<file path="config.mk">
export PLATFORM = sky130hd
export DESIGN_NAME = fuzzy_subsequence_best_match
export DESIGN_NICKNAME = d
export VERILOG_FILES = /design/src/rtl/fsbm_pkg.sv /design/src/rtl/fsbm_query_store.sv /design/src/rtl/fsbm_match_core.sv /design/src/rtl/fuzzy_subsequence_best_match.sv
export SDC_FILE = /design/constraint.sdc
export NUM_CORES = 1
export LEC_CHECK = 0
export BUFFER_PORTS_ARGS = -buffer_cell sky130_fd_sc_hd__buf_2
export CORE_MARGIN = 2
export CORE_UTILIZATION = 45
export CTS_CLUSTER_SIZE = 28
export DETAILED_ROUTE_END_ITERATION = 16
export GPL_TIMING_DRIVEN = 0
export SLEW_MARGIN = 15
export SYNTH_ARGS = -nofsm -noshare
export SYNTH_HDL_FRONTEND = slang
export SYNTH_HIERARCHICAL = 1
export SYNTH_SLANG_ARGS = --single-unit
</file>
<file path="constraint.sdc">
create_clock -name i_clk -period 5.3 [get_ports i_clk]
set_input_delay 0.265 -clock i_clk [delete_from_list [all_inputs] [get_ports i_clk]]
set_output_delay 0.265 -clock i_clk [all_outputs]
set_load 0.02 [all_outputs]
</file>
<file path="src/rtl/fsbm_pkg.sv">
// Shared types, constants and helper functions for the fuzzy subsequence matcher.
// Used by every module of the block but fsbm_query_store; depends on nothing else.
package fsbm_pkg;

    localparam int QUERY_CAPACITY = 32;
    localparam int QLEN_W         = $clog2(QUERY_CAPACITY + 1);
    localparam int QIDX_W         = $clog2(QUERY_CAPACITY);
    localparam int CHAR_W         = 8;
    localparam int POS_W          = 8;
    localparam int GAP_W          = 8;
    localparam int INDEX_W        = 12;

    localparam logic [POS_W-1:0]   NAME_LENGTH_MAX = POS_W'(255);
    localparam logic [GAP_W-1:0]   GAP_LIMIT       = {GAP_W{1'b1}};
    localparam int                 LIST_ENTRIES_MAX = 4096;
    localparam int                 ENTRY_LAST_INT   =
        (LIST_ENTRIES_MAX - 1 < (1 << INDEX_W) - 1) ? LIST_ENTRIES_MAX - 1
                                                    : (1 << INDEX_W) - 1;
    localparam logic [INDEX_W-1:0] ENTRY_LAST = INDEX_W'(ENTRY_LAST_INT);

    typedef enum logic [1:0] {
        KIND_CLEAR  = 2'd0,
        KIND_APPEND = 2'd1,
        KIND_CHAR   = 2'd2,
        KIND_END    = 2'd3
    } t_kind;

    typedef struct packed {
        logic [1:0]        kind;
        logic [CHAR_W-1:0] char_code;
        logic              list_end;
    } t_in_word;

    typedef struct packed {
        logic [INDEX_W-1:0] entry_index;
        logic               matched;
        logic [GAP_W-1:0]   gap_score;
        logic               list_done;
        logic               best_found;
        logic [INDEX_W-1:0] best_entry_index;
    } t_out_word;

    typedef struct packed {
        logic              en;
        logic [QIDX_W-1:0] addr;
        logic [CHAR_W-1:0] data;
    } t_qs_write;

    function automatic logic [CHAR_W-1:0] fold_case(input logic [CHAR_W-1:0] c);
        logic [CHAR_W-1:0] r;
        r = c;
        if (c >= CHAR_W'(8'h41) && c <= CHAR_W'(8'h5A)) begin
            r = c | CHAR_W'(8'h20);
        end
        return r;
    endfunction

endpackage

</file>
<file path="src/rtl/fsbm_query_store.sv">
// Generic single-port-write RAM with a registered read port; a write to the address
// being read shows its new data on the read port. Depends on nothing else.
module fsbm_query_store #(
    parameter int WIDTH = 8,
    parameter int DEPTH = 32
) (
    input  logic                     i_clk,
    input  logic                     i_wr_en,
    input  logic [$clog2(DEPTH)-1:0] i_wr_addr,
    input  logic [WIDTH-1:0]         i_wr_data,
    input  logic [$clog2(DEPTH)-1:0] i_rd_addr,
    output logic [WIDTH-1:0]         o_rd_data
);

    logic [WIDTH-1:0] r_mem [DEPTH];
    logic [WIDTH-1:0] r_rd_data;

    always_ff @(posedge i_clk) begin
        if (i_wr_en) begin
            r_mem[i_wr_addr] <= i_wr_data;
        end
        if (i_wr_en && (i_wr_addr == i_rd_addr)) begin
            r_rd_data <= i_wr_data;
        end else begin
            r_rd_data <= r_mem[i_rd_addr];
        end
    end

    assign o_rd_data = r_rd_data;

endmodule

</file>
<file path="src/rtl/fsbm_match_core.sv">
// Query loading, candidate progress, list tracking and result formation for one word per cycle while i_exec is high.
// Depends on fsbm_pkg; reads the query through fsbm_query_store.
module fsbm_match_core (
    input  logic                           i_clk,
    input  logic                           i_rst_n,
    input  logic                           i_exec,
    input  fsbm_pkg::t_in_word             i_word,
    input  logic [fsbm_pkg::CHAR_W-1:0]    i_q_char,
    output logic [fsbm_pkg::QIDX_W-1:0]    o_q_rd_addr,
    output fsbm_pkg::t_qs_write            o_q_wr,
    output fsbm_pkg::t_out_word            o_result
);

    logic [fsbm_pkg::QLEN_W-1:0]  r_query_length, n_query_length;
    logic [fsbm_pkg::QLEN_W-1:0]  r_matched_count, n_matched_count;
    logic [fsbm_pkg::POS_W-1:0]   r_char_position, n_char_position;
    logic [fsbm_pkg::POS_W-1:0]   r_last_match_pos, n_last_match_pos;
    logic                         r_any_matched, n_any_matched;
    logic [fsbm_pkg::GAP_W-1:0]   r_gap_sum, n_gap_sum;
    logic [fsbm_pkg::INDEX_W-1:0] r_entry_counter, n_entry_counter;
    logic [fsbm_pkg::INDEX_W-1:0] r_best_entry, n_best_entry;
    logic [fsbm_pkg::GAP_W-1:0]   r_best_gap, n_best_gap;
    logic                         r_best_valid, n_best_valid;

    logic [fsbm_pkg::CHAR_W-1:0]  folded;
    logic                         hit;
    logic [fsbm_pkg::GAP_W-1:0]   score;
    logic                         take_best;
    logic [fsbm_pkg::POS_W-1:0]   skip;
    logic [fsbm_pkg::GAP_W:0]     gap_next;
    logic                         char_match;
    logic                         upd_best_valid;
    logic [fsbm_pkg::INDEX_W-1:0] upd_best_entry;

    // The store read is registered, so it is addressed with the next matched count.
    assign folded      = fsbm_pkg::fold_case(i_word.char_code);
    assign o_q_rd_addr = n_matched_count[fsbm_pkg::QIDX_W-1:0];
    assign char_match  = (r_matched_count < r_query_length) && (folded == i_q_char);
    assign skip        = r_char_position - r_last_match_pos - fsbm_pkg::POS_W'(1);
    assign gap_next    = {1'b0, r_gap_sum} + {1'b0, fsbm_pkg::GAP_W'(skip)};

    assign hit       = (r_matched_count == r_query_length);
    assign score     = hit ? r_gap_sum : '0;
    assign take_best = hit && (!r_best_valid || (score < r_best_gap));
    assign upd_best_valid = r_best_valid | hit;
    assign upd_best_entry = take_best ? r_entry_counter : r_best_entry;

    always_comb begin
        o_result.entry_index      = r_entry_counter;
        o_result.matched          = hit;
        o_result.gap_score        = score;
        o_result.list_done        = i_word.list_end;
        o_result.best_found       = upd_best_valid;
        o_result.best_entry_index = upd_best_valid ? upd_best_entry : '0;
    end

    always_comb begin
        o_q_wr.en   = 1'b0;
        o_q_wr.addr = r_query_length[fsbm_pkg::QIDX_W-1:0];
        o_q_wr.data = folded;

        n_query_length   = r_query_length;
        n_matched_count  = r_matched_count;
        n_char_position  = r_char_position;
        n_last_match_pos = r_last_match_pos;
        n_any_matched    = r_any_matched;
        n_gap_sum        = r_gap_sum;
        n_entry_counter  = r_entry_counter;
        n_best_entry     = r_best_entry;
        n_best_gap       = r_best_gap;
        n_best_valid     = r_best_valid;

        if (i_exec) begin
            case (i_word.kind)
                fsbm_pkg::KIND_CLEAR,
                fsbm_pkg::KIND_APPEND: begin
                    if (i_word.kind == fsbm_pkg::KIND_CLEAR) begin
                        n_query_length = '0;
                    end else if (r_query_length <
                                 fsbm_pkg::QLEN_W'(fsbm_pkg::QUERY_CAPACITY)) begin
                        o_q_wr.en      = 1'b1;
                        n_query_length = r_query_length + fsbm_pkg::QLEN_W'(1);
                    end
                    n_matched_count  = '0;
                    n_char_position  = '0;
                    n_last_match_pos = '0;
                    n_any_matched    = 1'b0;
                    n_gap_sum        = '0;
                    n_entry_counter  = '0;
                    n_best_entry     = '0;
                    n_best_gap       = '0;
                    n_best_valid     = 1'b0;
                end
                fsbm_pkg::KIND_CHAR: begin
                    if (r_char_position < fsbm_pkg::NAME_LENGTH_MAX) begin
                        if (char_match) begin
                            if (r_any_matched) begin
                                n_gap_sum = gap_next[fsbm_pkg::GAP_W] ? fsbm_pkg::GAP_LIMIT
                                                : gap_next[fsbm_pkg::GAP_W-1:0];
                            end
                            n_last_match_pos = r_char_position;
                            n_any_matched    = 1'b1;
                            n_matched_count  = r_matched_count + fsbm_pkg::QLEN_W'(1);
                        end
                        n_char_position = r_char_position + fsbm_pkg::POS_W'(1);
                    end
                end
                fsbm_pkg::KIND_END: begin
                    n_matched_count  = '0;
                    n_char_position  = '0;
                    n_last_match_pos = '0;
                    n_any_matched    = 1'b0;
                    n_gap_sum        = '0;
                    if (i_word.list_end) begin
                        n_entry_counter = '0;
                        n_best_entry    = '0;
                        n_best_gap      = '0;
                        n_best_valid    = 1'b0;
                    end else begin
                        n_best_valid = upd_best_valid;
                        n_best_entry = upd_best_entry;
                        if (take_best) begin
                            n_best_gap = score;
                        end
                        if (r_entry_counter != fsbm_pkg::ENTRY_LAST) begin
                            n_entry_counter = r_entry_counter + fsbm_pkg::INDEX_W'(1);
                        end
                    end
                end
                default: begin
                    n_query_length = r_query_length;
                end
            endcase
        end
    end

    always_ff @(posedge i_clk) begin
        if (!i_rst_n) begin
            r_query_length   <= '0;
            r_matched_count  <= '0;
            r_char_position  <= '0;
            r_last_match_pos <= '0;
            r_any_matched    <= 1'b0;
            r_gap_sum        <= '0;
            r_entry_counter  <= '0;
            r_best_entry     <= '0;
            r_best_gap       <= '0;
            r_best_valid     <= 1'b0;
        end else begin
            r_query_length   <= n_query_length;
            r_matched_count  <= n_matched_count;
            r_char_position  <= n_char_position;
            r_last_match_pos <= n_last_match_pos;
            r_any_matched    <= n_any_matched;
            r_gap_sum        <= n_gap_sum;
            r_entry_counter  <= n_entry_counter;
            r_best_entry     <= n_best_entry;
            r_best_gap       <= n_best_gap;
            r_best_valid     <= n_best_valid;
        end
    end

endmodule

</file>
<file path="src/rtl/fuzzy_subsequence_best_match.sv">
// Top level of the fuzzy subsequence best-match block: input and result registers.
// Depends on fsbm_pkg, fsbm_query_store and fsbm_match_core.
//
//   Channel | Direction | Handshake               | Word
//   input   | in        | i_in_valid / o_in_ready | i_in_word (t_in_word)
//   result  | out       | o_out_valid/i_out_ready | o_out_word (t_out_word)
//
// Each input word is executed from the input register, so one word is accepted per
// cycle unless an end-of-candidate word waits on a stalled result; an end-of-candidate
// word shows its result in the cycle after execution. The rate is set by the single
// match compare against the query store read port. Reset is synchronous and clears all
// control state; the query store contents are not cleared. A stalled result holds back
// only end-of-candidate words; other words flow on until one of those is waiting.
module fuzzy_subsequence_best_match (
    input  logic                 i_clk,
    input  logic                 i_rst_n,
    input  logic                 i_in_valid,
    output logic                 o_in_ready,
    input  fsbm_pkg::t_in_word   i_in_word,
    output logic                 o_out_valid,
    input  logic                 i_out_ready,
    output fsbm_pkg::t_out_word  o_out_word
);

    logic                         r_in_valid;
    fsbm_pkg::t_in_word           r_in_word;
    logic                         r_out_valid;
    fsbm_pkg::t_out_word          r_out_word;

    logic                         out_free;
    logic                         is_end;
    logic                         exec;
    fsbm_pkg::t_qs_write          q_wr;
    logic [fsbm_pkg::QIDX_W-1:0]  q_rd_addr;
    logic [fsbm_pkg::CHAR_W-1:0]  q_char;
    fsbm_pkg::t_out_word          result;

    assign out_free   = !r_out_valid || i_out_ready;
    assign is_end     = (r_in_word.kind == fsbm_pkg::KIND_END);
    assign exec       = r_in_valid && (!is_end || out_free);
    assign o_in_ready = !r_in_valid || exec;

    fsbm_query_store #(
        .WIDTH (fsbm_pkg::CHAR_W),
        .DEPTH (fsbm_pkg::QUERY_CAPACITY)
    ) u_store (
        .i_clk     (i_clk),
        .i_wr_en   (q_wr.en),
        .i_wr_addr (q_wr.addr),
        .i_wr_data (q_wr.data),
        .i_rd_addr (q_rd_addr),
        .o_rd_data (q_char)
    );

    fsbm_match_core u_core (
        .i_clk       (i_clk),
        .i_rst_n     (i_rst_n),
        .i_exec      (exec),
        .i_word      (r_in_word),
        .i_q_char    (q_char),
        .o_q_rd_addr (q_rd_addr),
        .o_q_wr      (q_wr),
        .o_result    (result)
    );

    always_ff @(posedge i_clk) begin
        if (!i_rst_n) begin
            r_in_valid  <= 1'b0;
            r_out_valid <= 1'b0;
        end else begin
            if (o_in_ready) begin
                r_in_valid <= i_in_valid;
            end
            if (exec && is_end) begin
                r_out_valid <= 1'b1;
            end else if (i_out_ready) begin
                r_out_valid <= 1'b0;
            end
        end
    end

    always_ff @(posedge i_clk) begin
        if (o_in_ready && i_in_valid) begin
            r_in_word <= i_in_word;
        end
        if (exec && is_end) begin
            r_out_word <= result;
        end
    end

    assign o_out_valid = r_out_valid;
    assign o_out_word  = r_out_word;

endmodule

</file>
# Yosys cells after proc, flatten, opt, wreduce, memory -nomap -nowiden
# Memory sizes are Yosys's and may differ from the RTL's. A register that Yosys moved wholly into a read port is not among the register bits.
# Cells that the tools add are included.
[classes] addsub=7 n_reduce_logical=27 bitwise=1 magnitude_cmp=6 eq_ne=11 mux=40
[ops] op="$mux W8" n=10
[ops] op="$pmux W8 S2" n=4
[ops] op="$mux W12" n=4
[ops] op="$pmux W12 S2" n=2
[ops] op="$mux W6" n=5
[ops] op="$add A12 B1 Y12 const B" n=1
[ops] op="$add A6 B1 Y6 const B" n=2
[ops] op="$ne A12 B12 Y1 const B" n=1
[ops] op="$pmux W6 S2" n=1
[ops] op="$reduce_and A3 Y1" n=4
[ops] op="$mux W1" n=11
[ops] op="$add A8 B8 Y9" n=1
[ops] op="$add A8 B1 Y8 const B" n=1
[ops] op="$eq A8 B8 Y1" n=1
[ops] op="$ge A8 B7 Y1 const B" n=1
[ops] op="$le A8 B7 Y1 const B" n=1
[ops] op="$lt A8 B8 Y1" n=1
[ops] op="$lt A8 B8 Y1 const B" n=1
[ops] op="$sub A8 B1 Y8 const B" n=1
[ops] op="$sub A8 B8 Y8" n=1
[ops] op="$eq A6 B6 Y1" n=1
[ops] op="$logic_and A1 B1 Y1" n=6
[ops] op="$lt A6 B6 Y1" n=1
[ops] op="$lt A6 B6 Y1 const B" n=1
[ops] op="15 further kinds" n=29
[totals] ram_bits=256 elab_cells=115 reg_bits=118 n_memories=1 input_bits=15
[mem_list] name="u_store.r_mem" words=32 word_bits=8 read_ports=1 rd_ports_with_merged_regs=1 write_ports=1 line_no="fsbm_query_store.sv:15" text="logic [WIDTH-1:0] r_mem [DEPTH];"

# Depth between registers and ports, before layout
[logic_depth] word_depth=9 ltp_mapped=17

# Cells and area by module
# Netlist, hierarchy kept.
[by_module_without_submodules] module="fsbm_query_store" area_each_um2=9993.3 n_inst=1 seq_area_each_um2=7787.5 cells_per_inst=414
[by_module_without_submodules] module="fsbm_match_core" area_each_um2=4277.9 n_inst=1 seq_area_each_um2=1401.3 cells_per_inst=517
[by_module_without_submodules] module="fuzzy_subsequence_best_match" area_each_um2=1505.2 n_inst=1 seq_area_each_um2=1421.4 cells_per_inst=60

# Worst setup path before layout
# Ideal clock, no wire load.
[synth_timing] path_type="register to register" start="reg (tool-made name)" end="reg u_core/r_matched_count[5] (netlist bit)" path_slack_ns=1.661 path_stages_with_launch=13 required_time_ns=5.183 arrival_time_ns=3.521 synth_period_minus_slack_ns=3.639 path_cell_list="dfxtp_1 > clkbuf_1 > clkbuf_1 > mux4_2 > mux4_2 > mux2_2 > nor2b_1 > a221oi_2 > nand4_2 > nor4_4 > buf_4 > mux2i_1 > nand2_1"
[synth_rtl] element="to (signal assigned)" line_no="fsbm_match_core.sv:151" text="r_matched_count <= n_matched_count;"
[synth_rtl] element="to (decl)" line_no="fsbm_match_core.sv:15" text="logic [fsbm_pkg::QLEN_W-1:0] r_matched_count, n_matched_count;"

==> summary.txt <==
Status
  – Status: finished, final reports clean

Die
  – Die Ht: 191.2 um
  – I/O pins: 52
  – Die Wd: 191.2 um
  – Cell Rows: 68
  – Die ar.: 36570 sq um
  – Area of the core: 34540 sq um
  – Initial Util: 45.67%

Clock network
  – Inserted Clock Buffers: 41
  – Clock Latency Late Sink: 0.54 ns
  – Hold Buf Count CTS: 13
  – Longest Clk Path Bufs: 3
  – CTS Sinks: 379
  – Clock transition at the registers of the reported paths: 0.06 ns
  – Cts repair resizes: 0
  – H-tree level count: 2
  – CTS tree: done
  – Root Buffer Master: clkbuf_16
  – Post-CTS setup buffer count: 0

Yosys
  – Post-synthesis mux area share: 12.69%
  – Async set or reset register ratio after synthesis: 0%
  – Synthesized flop and latch total: 379
  – Post-synthesis sequential area ratio: 67.25%
  – Synthesized instance count: 991
  – Syn avg cell area: 15.92 sq um
  – Main combinational cell family by area after synthesis: multiplexers
  – Post-synth EDFFs: 302
  – Syn nets: 1039
  – Synthesized cell area: 15780 sq um
  – Post-Synth Simple-Gate Area: 7.685%
  – Synth Area in XOR/XNOR: 1.888%
  – Synth Area in Adders: 2.712%
  – Top FF cell, synth: edfxtp_1
  – Synth warn: 6
  – Compound-Gate Fraction of Synth Area: 5.115%
  – Number of distinct library cells after synthesis: 60

Critical path
  – Worst Path Arrival: 5.28 ns
  – Worst setup path class: reg2reg
  – CP Capture Type: register
  – CP Max Fanout: 10
  – Critical Path Source Type: register
  – Crit path required time: 5.76 ns

Place
  – GP Congestion: 0.8162
  – Post-place instance area: 16640 sq um
  – Dpl cells: 1498
  – Buffers on Ports: 51
  – Post-detail-place hpwl: 21.87 mm

GRT
  – Initial antenna violation count: 0
  – Global-route wire length before repair: 50.16 mm
  – Vias in the first global route: 8496
  – GRT Overall Usage: 18.33%
  – Largest net degree at the start of global routing: 33
  – Total gr overflow: 0

Finish
  – Storage cell area: 10610 sq um
  – Fill cells: 2859
  – Share of layout cells above drive strength 1: 21.49%
  – Nets@finish: 1147
  – Final instance area: 18090 sq um
  – Final Non-Filler Cells: 1586
  – Ant. Diodes: 0
  – Footprint of the multi-input gates: 4755 sq um
  – Area Growth Syn to Fin: 14.66%

Timing
  – Slew Viols, Final: 0
  – Tmin final: 4.823 ns
  – Final Skew: 0.01451 ns
  – Final-report hold violation count: 0
  – Final setup violation count: 0
  – WHS: 0.03271 ns
  – Unrepaired setup endpoints after global routing: false
  – Worst slew pin tran: 1.025 ns
  – Final setup TNS: 0 ns
  – Slew margin rel.: 31.66%
  – Period Utilization, post-route: 91.01%
  – Fmax: 207.3 MHz

Min path
  – HP Class: in2reg

Flow run
  – Max Cap Violations: 0

Power
  – Static leakage: 6.017 nW
  – Peak VDD IR: 0.0002860 V
  – Total power per unit cell area: 338.2 nW/um^2

Routing
  – Residual DRC: 0
  – DRT Pass-1 Iters: 5
  – Via count: 8650
  – Final WL: 32.59 mm
  – Initial drt markers: 641
  – Routed Antenna Nets: 0
  – Vias per cell: 5.454
  – Average wire per standard cell: 20.55 um
metal layers:
metal	part of all wire [%]	GRT usage, %	vias to the layer above
li1	-	-	4051
met1	45	25.24	4311
met2	48	29.71	225
met3	4.9	3.176	63
met4	2.7	6.006	0
met5	0	0	-
state kept, by name, indices dropped and copies added (netlist names), 6 cells and up, named ones only:
name / flops
u_core/r_gap_sum: 8
u_core/r_query_length: 6
r_in_word: 11
u_store/r_mem: 256
u_core/r_matched_count: 6
u_core/r_entry_counter: 12
u_core/r_last_match_pos: 8
u_core/r_best_entry: 12
u_core/r_char_position: 8
o_out_word: 35
u_core/r_best_gap: 8
worst max-delay path, cell delays in order, from the launching register on:
cell and delay (ns):
dfxtp_1 0.31, clkbuf_1 0.45, clkbuf_1 0.69, mux4_2 0.43
mux4_2 0.53, mux2_2 0.31, xor2_1 0.18, a211oi_1 0.36
nand4_1 0.32, nor4_1 0.50, nand3_1 0.40, o2bb2ai_1 0.24
cells in the mapped netlist (6+ instances only):
cell	number	area, sq um
o31ai_1	8	60.06
edfxtp_1	302	9069
clkbuf_1	17	63.81
a21oi_1	21	105.1
a22o_1	20	175.2
mux2_2	8	90.09
xnor2_1	26	227.7
nor2_1	90	337.8
dfxtp_1	77	1541
inv_1	34	127.6
nand2b_1	6	37.54
nand2_1	46	172.7
mux2i_1	11	110.1
o2bb2ai_1	8	70.07
nand3_1	26	130.1
mux4_2	80	1802
xor2_1	8	70.07
ha_1	31	387.9
nor3_1	9	45.04
buf_4	22	165.2
nor4_1	6	37.54
nand4_1	9	56.30
or3_1	8	50.05
and2_1	12	75.07
o21ai_0	25	125.1
a21o_1	6	45.04
logic make-up (layout without fill, tap and decap cells):
logic type / after synthesis / after routing
buf+inv: 86 / 226
flops: 379 / 379
mux: 99 / 99
compound gates: 115 / 115
simple gates: 245 / 245
xor+xnor: 34 / 34
fa+ha+maj: 33 / 33
placed cells by master (no fill, tap or decap), types with 9 or more instances in the layout:
cell type      count
edfxtp_1         302
nor2_1            89
mux4_2            80
dfxtp_1           77
buf_2             56
nand2_1           46
clkbuf_16         43
inv_1             34
ha_1              31
xnor2_1           26
nand3_1           26
o21ai_0           25
clkbuf_1          24
buf_4             22
a21oi_1           21
a22o_1            20
dlygate4sd3_1     13
and2_1            12
mux2i_1           11
clkinv_1           9
nand4_1            9
nor3_1             9
per-stage QoR:
step	util [%]	power [mW]	worst slack, ns
floorplan	-	3.370	1.661
global placement	48.06	3.421	0.5059
detailed placement	48.16	3.426	0.5415
CTS	52.37	6.187	0.4904
global route	52.37	6.320	0.2210
finish	52.37	6.118	0.4766
final timing paths:
check	startpoint	end	slack [ns]	cells after the start
hold reg to reg	u_core/r_best_gap[6]$_SDFFE_PN0P_	u_core/r_best_gap[6]$_SDFFE_PN0P_	0.47	1
setup reg to reg	register	u_core/r_gap_sum[1]$_SDFFE_PN0P_	0.48	11
setup / recovery	register	u_core/r_gap_sum[1]$_SDFFE_PN0P_	0.48	11
hold / removal	i_rst_n	o_out_valid$_SDFFE_PN0P_	0.03	3
layout make-up:
| type | count | area share, % |
|---|---|---|
| well taps | 455 | 3.147 |
| multi-input cells | 526 | 26.28 |
| repair buffers | 65 | 2.283 |
| clock inverters | 23 | 1.065 |
| clock buffers | 52 | 6.246 |
| flip-flops and latches | 379 | 58.66 |
| plain buffers | 50 | 1.570 |
| inverters | 36 | 0.7470 |
power breakdown:
group	leakage (nW)	switching (mW)	internal, mW
logic	2.00	0.0962	0.0421
registers	3.38	0.0112	3.22
clock network	0.638	1.14	1.61
Note: power is estimated with default switching activity, not from simulation.
